File: src/swq_pkg.sv
// swq_pkg: shared types and constants for the skin weight quantizer
// no dependencies

package swq_pkg;

    localparam int LANES  = 4;
    localparam int W_W    = 31;
    localparam int TOT_W  = 33;
    localparam int NUM_W  = 43;
    localparam int DEN_W  = 35;
    localparam int Q_W    = 8;
    localparam int DIV_ST = Q_W;
    localparam logic [9:0] Q_SCALE = 10'd510;
    localparam logic [Q_W-1:0] Q_FULL = 8'd255;

    typedef struct packed {
        logic signed [31:0] weight_a;
        logic signed [31:0] weight_b;
        logic signed [31:0] weight_c;
        logic signed [31:0] weight_d;
        logic signed [31:0] bone_a;
        logic signed [31:0] bone_b;
        logic signed [31:0] bone_c;
        logic signed [31:0] bone_d;
    } t_in;

    typedef struct packed {
        logic [7:0] qweight_a;
        logic [7:0] qweight_b;
        logic [7:0] qweight_c;
        logic [7:0] qweight_d;
        logic [7:0] index_out_a;
        logic [7:0] index_out_b;
        logic [7:0] index_out_c;
        logic [7:0] index_out_d;
    } t_out;

    function automatic logic [7:0] clamp_index(input logic signed [31:0] v);
        logic [7:0] r;
        if (v[31]) begin
            r = 8'd0;
        end else if (v > 32'sd255) begin
            r = 8'd255;
        end else begin
            r = v[7:0];
        end
        return r;
    endfunction

endpackage

File: src/swq_div_lane.sv
// swq_div_lane: pipelined restoring divider, one quotient bit per stage
// depends on swq_pkg

module swq_div_lane import swq_pkg::*; (
    input  logic             i_clk,
    input  logic             i_en,
    input  logic [NUM_W-1:0] i_num,
    input  logic [DEN_W-1:0] i_den,
    output logic [Q_W-1:0]   o_quot
);

    logic [NUM_W-1:0] r_rem [1:DIV_ST-1];
    logic [DEN_W-1:0] r_den [1:DIV_ST-1];
    logic [Q_W-1:0]   r_q   [1:DIV_ST];

    for (genvar s = 0; s < DIV_ST; s++) begin : g_st
        localparam int K = DIV_ST - 1 - s;
        logic [NUM_W-1:0] n_rem;
        logic [DEN_W-1:0] n_den;
        logic [Q_W-1:0]   n_qin;
        logic [NUM_W-1:0] n_sh;
        logic             n_ge;
        if (s == 0) begin : g_head
            assign n_rem = i_num;
            assign n_den = i_den;
            assign n_qin = '0;
        end else begin : g_body
            assign n_rem = r_rem[s];
            assign n_den = r_den[s];
            assign n_qin = r_q[s];
        end
        assign n_sh = NUM_W'(n_den) << K;
        assign n_ge = n_rem >= n_sh;
        always_ff @(posedge i_clk) begin
            if (i_en) begin
                r_q[s+1] <= n_qin | (Q_W'(n_ge) << K);
            end
        end
        if (s < DIV_ST - 1) begin : g_fwd
            always_ff @(posedge i_clk) begin
                if (i_en) begin
                    r_rem[s+1] <= n_ge ? n_rem - n_sh : n_rem;
                    r_den[s+1] <= n_den;
                end
            end
        end
    end

    assign o_quot = r_q[DIV_ST];

endmodule

File: config.mk
export PLATFORM = sky130hd
export DESIGN_NAME = swq_div_lane
export DESIGN_NICKNAME = d
export VERILOG_FILES = /design/src/swq_pkg.sv /design/src/swq_div_lane.sv
export SDC_FILE = /design/constraint.sdc
export NUM_CORES = 1
export LEC_CHECK = 0
export ABC_AREA = 1
export BUFFER_PORTS_ARGS = -buffer_cell sky130_fd_sc_hd__buf_2
export CAP_MARGIN = 40
export CORE_MARGIN = 3
export CORE_UTILIZATION = 64
export DETAILED_ROUTE_END_ITERATION = 12
export PLACE_DENSITY_LB_ADDON = 0.08
export REMOVE_ABC_BUFFERS = 1
export SLEW_MARGIN = 20
export SYNTH_ARGS = -nofsm -noshare
export SYNTH_HDL_FRONTEND = slang
export SYNTH_SLANG_ARGS = --single-unit
export TNS_END_PERCENT = 30
File: constraint.sdc
create_clock -name i_clk -period 4.6 [get_ports i_clk]
set_clock_uncertainty 0.1 [all_clocks]
set_input_delay 0.46 -clock i_clk [delete_from_list [all_inputs] [get_ports i_clk]]
set_output_delay 0.46 -clock i_clk [all_outputs]
set_load 0.05 [all_outputs]
==> flow_summary_export.csv <==
group,metric,value,unit
run_status,status,"completed",
drt,via_count,41200,
layout,fin_nets,6701,
setup_path,required,4.84,ns
drt,drt-wirelength-per-cell,21.3,um
placed_design,pre_cts_ws,1.30,ns
drt,drcViolationCount,0,
clock_network,clk_latency,0.64,ns
global_routing,grt_use_total,43.7,%
die,dieArea,71300,um2
logic_synthesis,synthArstFlopShare,0,%
die,io_pins,88,
pwr,p_leak,25.0,nW
layout,finalNonFillerCells,7261,
drt,drt-pass1-iter-count,8,
sta,drv_slew,0,
global_routing,grt_antenna_before_repair,3,
global_routing,grt_pass1_vias,41500,
setup_path,crit_path_start_kind,"flop",
die,fp.dieW,267,um
clock_network,cts_setup_buffers,0,
pwr,total_power,26.9,mW
sta,hold_slack,0.0219,ns
sta,max_freq,0.280,GHz
worst_hold_path,holdCritPathClass,"input port to flop",
layout,stdcell_area,47700,um2
drt,initialDrtViolationCount,3910,
global_routing,grt_max_degree,107,
placed_design,io_buffers,87,
clock_network,clk_pin_slew,0.07,ns
global_routing,grt_pass1_wl,231,mm
clock_network,cts_tree,"done",
placed_design,gp_congestion,1.13,
setup_path,crit_path_max_fanout,38,
job,maxCapViolCount,0,
layout,final_layout_size_suffix_gt1_share,4.99,%
setup_path,critPathArrivalTime,3.81,ns
logic_synthesis,synth_warnings,0,
placed_design,placed_cells,7094,
die,num_rows,95,
clock_network,ctsResizeCount,0,
logic_synthesis,syn_avg_cell_area,7.07,um2
sta,max_slew.worst_pin.slew,1.00,ns
sta,tns,0,ns
clock_network,cts.path.max_buffers,3,
logic_synthesis,synth_enable_flop_cells,582,
pwr,power_density,564,nW/um2
clock_network,cts_made_buffers,66,
pwr,ir_drop,0.341,mV
logic_synthesis,yosys.area.top_type_share,40.1,%
layout,post-route-util,70.8,%
drt,routed_via_density,5.67,
global_routing,overflow,0,
logic_synthesis,syn_area,43600,um2
drt,postRouteAntennaNets,0,
logic_synthesis,netlist_instances,6164,
placed_design,dpl_cell_area,44900,um2
clock_network,cts.sinks,582,
drt,wl,155,mm
clock_network,h-tree-depth,3,
sta,setup_viol,0,
sta,relSlewSlack,33.1,%
clock_network,root_buffer,"clkbuf_16",
die,chipHeight,267,um
logic_synthesis,ys_ff_latch,582,
logic_synthesis,yosys.area.top_type,"edfxtp_1",
logic_synthesis,synthTopCellsByArea,"edfxtp_1 (40%), nand2_1 (22%), inv_1 (10%)",
setup_path,worstSetupPathType,"flop to flop",
layout,syn_to_final_growth,9.31,%
logic_synthesis,seq_area_frac_synth,40.1,%
setup_path,cp-end-kind,"flop",
sta,period_share,77.6,%
sta,fin_ws,1.03,ns
logic_synthesis,synth_ff_type,"edfxtp_1",
sta,rsz0062_at_grt,"false",
sta,period_minus_slack,3.57,ns
logic_synthesis,synthDistinctLibCells,39,
placed_design,dp_hpwl,120,mm
sta,final_hold_viol_count,0,
die,core_area,67300,um2
die,initial_core_util,64.8,%
clock_network,cts_hold_buffers,42,
worst max-delay path, stage by stage (launching register included):
cell,delay [ns]
edfxtp_1,0.43
ha_1,0.36
inv_1,0.09
nor2_1,0.67
nand3_1,0.14
nor2_1,0.16
nand3_1,0.25
nor3_2,0.18
nor2_1,0.07
nand2_2,0.14
buf_4,0.50
o21ai_0,0.16
flip-flops by register name (all words and copies together) (netlist names):
name / cells
r_den: 245
r_q: 36
r_rem: 301
kinds of logic (layout without fill, tap and decap cells):
group / count (synthesis) / in the layout / share of synthesized area, %
xor gates and xnor gates: 128 / 128 / 2.57
other: 0 / 1 / 0
DFF: 582 / 582 / 40.1
AOI/OAI and AO/OA: 283 / 283 / 3.54
adders and majority gates: 287 / 287 / 8.36
and+or+nand+nor: 3628 / 3628 / 34.0
buffers and inverters: 1256 / 1479 / 11.5
final cells by class:
type	instances	area, um2
diodes	1	2.50
clock buffers	79	1720
clock inverters	42	581
fillers	5458	19600
inverters	1203	4520
multi-input cells	4326	21100
flip-flops and latches	582	17500
well taps	873	1090
repair buffers	155	1130
cells in the final DEF (no fill, tap or decap), drive strengths merged, types with 65 or more instances in the layout:
cell,instances
a21oi,207
buf,112
clkbuf,80
edfxtp,582
ha,280
inv,1204
nand2,2572
nand3,323
nand3b,65
nor2,526
xor2,121
cells in the mapped netlist, types with 2 or more instances:
library cell and number:
nand2_1 2555, inv_1 1183, edfxtp_1 582, nor2_1 497, nand3_1 298, ha_1 280, a21oi_1 198, xor2_1 121
nand3b_1 65, nand4_1 60, nor3_1 58, o21ai_0 40, buf_6 29, o21bai_1 27, nand3_2 25, nor2_2 24
buf_2 20, inv_2 19, nand2_2 17, a21oi_2 9, and2_1 8, fa_1 7, xnor2_1 7, nor2_4 5
and3_1 4, nor4_1 4, o21a_1 4, a21o_1 3, or2_2 3, buf_12 2, buf_4 2
metal layers:
layer  wire length [um]  part of all wire (%)  track usage (%)  vias up
li1                   -                     -                -    19600
met1              46600                    30             39.3    18400
met2              77200                    50             78.6     2289
met3              11300                   7.3             8.59      881
met4              19700                    13             47.0        4
met5                 27                 0.017                0        -
power breakdown:
group | internal, mW | leakage, nW | total, mW | switching (mW)
logic | 4.00 | 18.2 | 12.9 | 8.90
registers | 7.52 | 5.66 | 8.30 | 0.783
clock network | 3.34 | 1.11 | 5.67 | 2.33
total | 14.9 | 25.0 | 26.9 | 12.0
path summary, 6_finish.rpt:
check	startpoint	to	slack, ns	cells past startpoint
min	i_num[38]	r_rem[0][81]$_DFFE_PP_	0.02	3
max reg2reg	r_rem[0][83]$_DFFE_PP_	r_rem[0][93]$_DFFE_PP_	1.03	11
min reg2reg	r_q[0][47]$_DFFE_PP_	r_q[0][55]$_DFFE_PP_	0.32	0
max	r_rem[0][83]$_DFFE_PP_	r_rem[0][93]$_DFFE_PP_	1.03	11
Note: power is estimated with default switching activity, not from simulation.
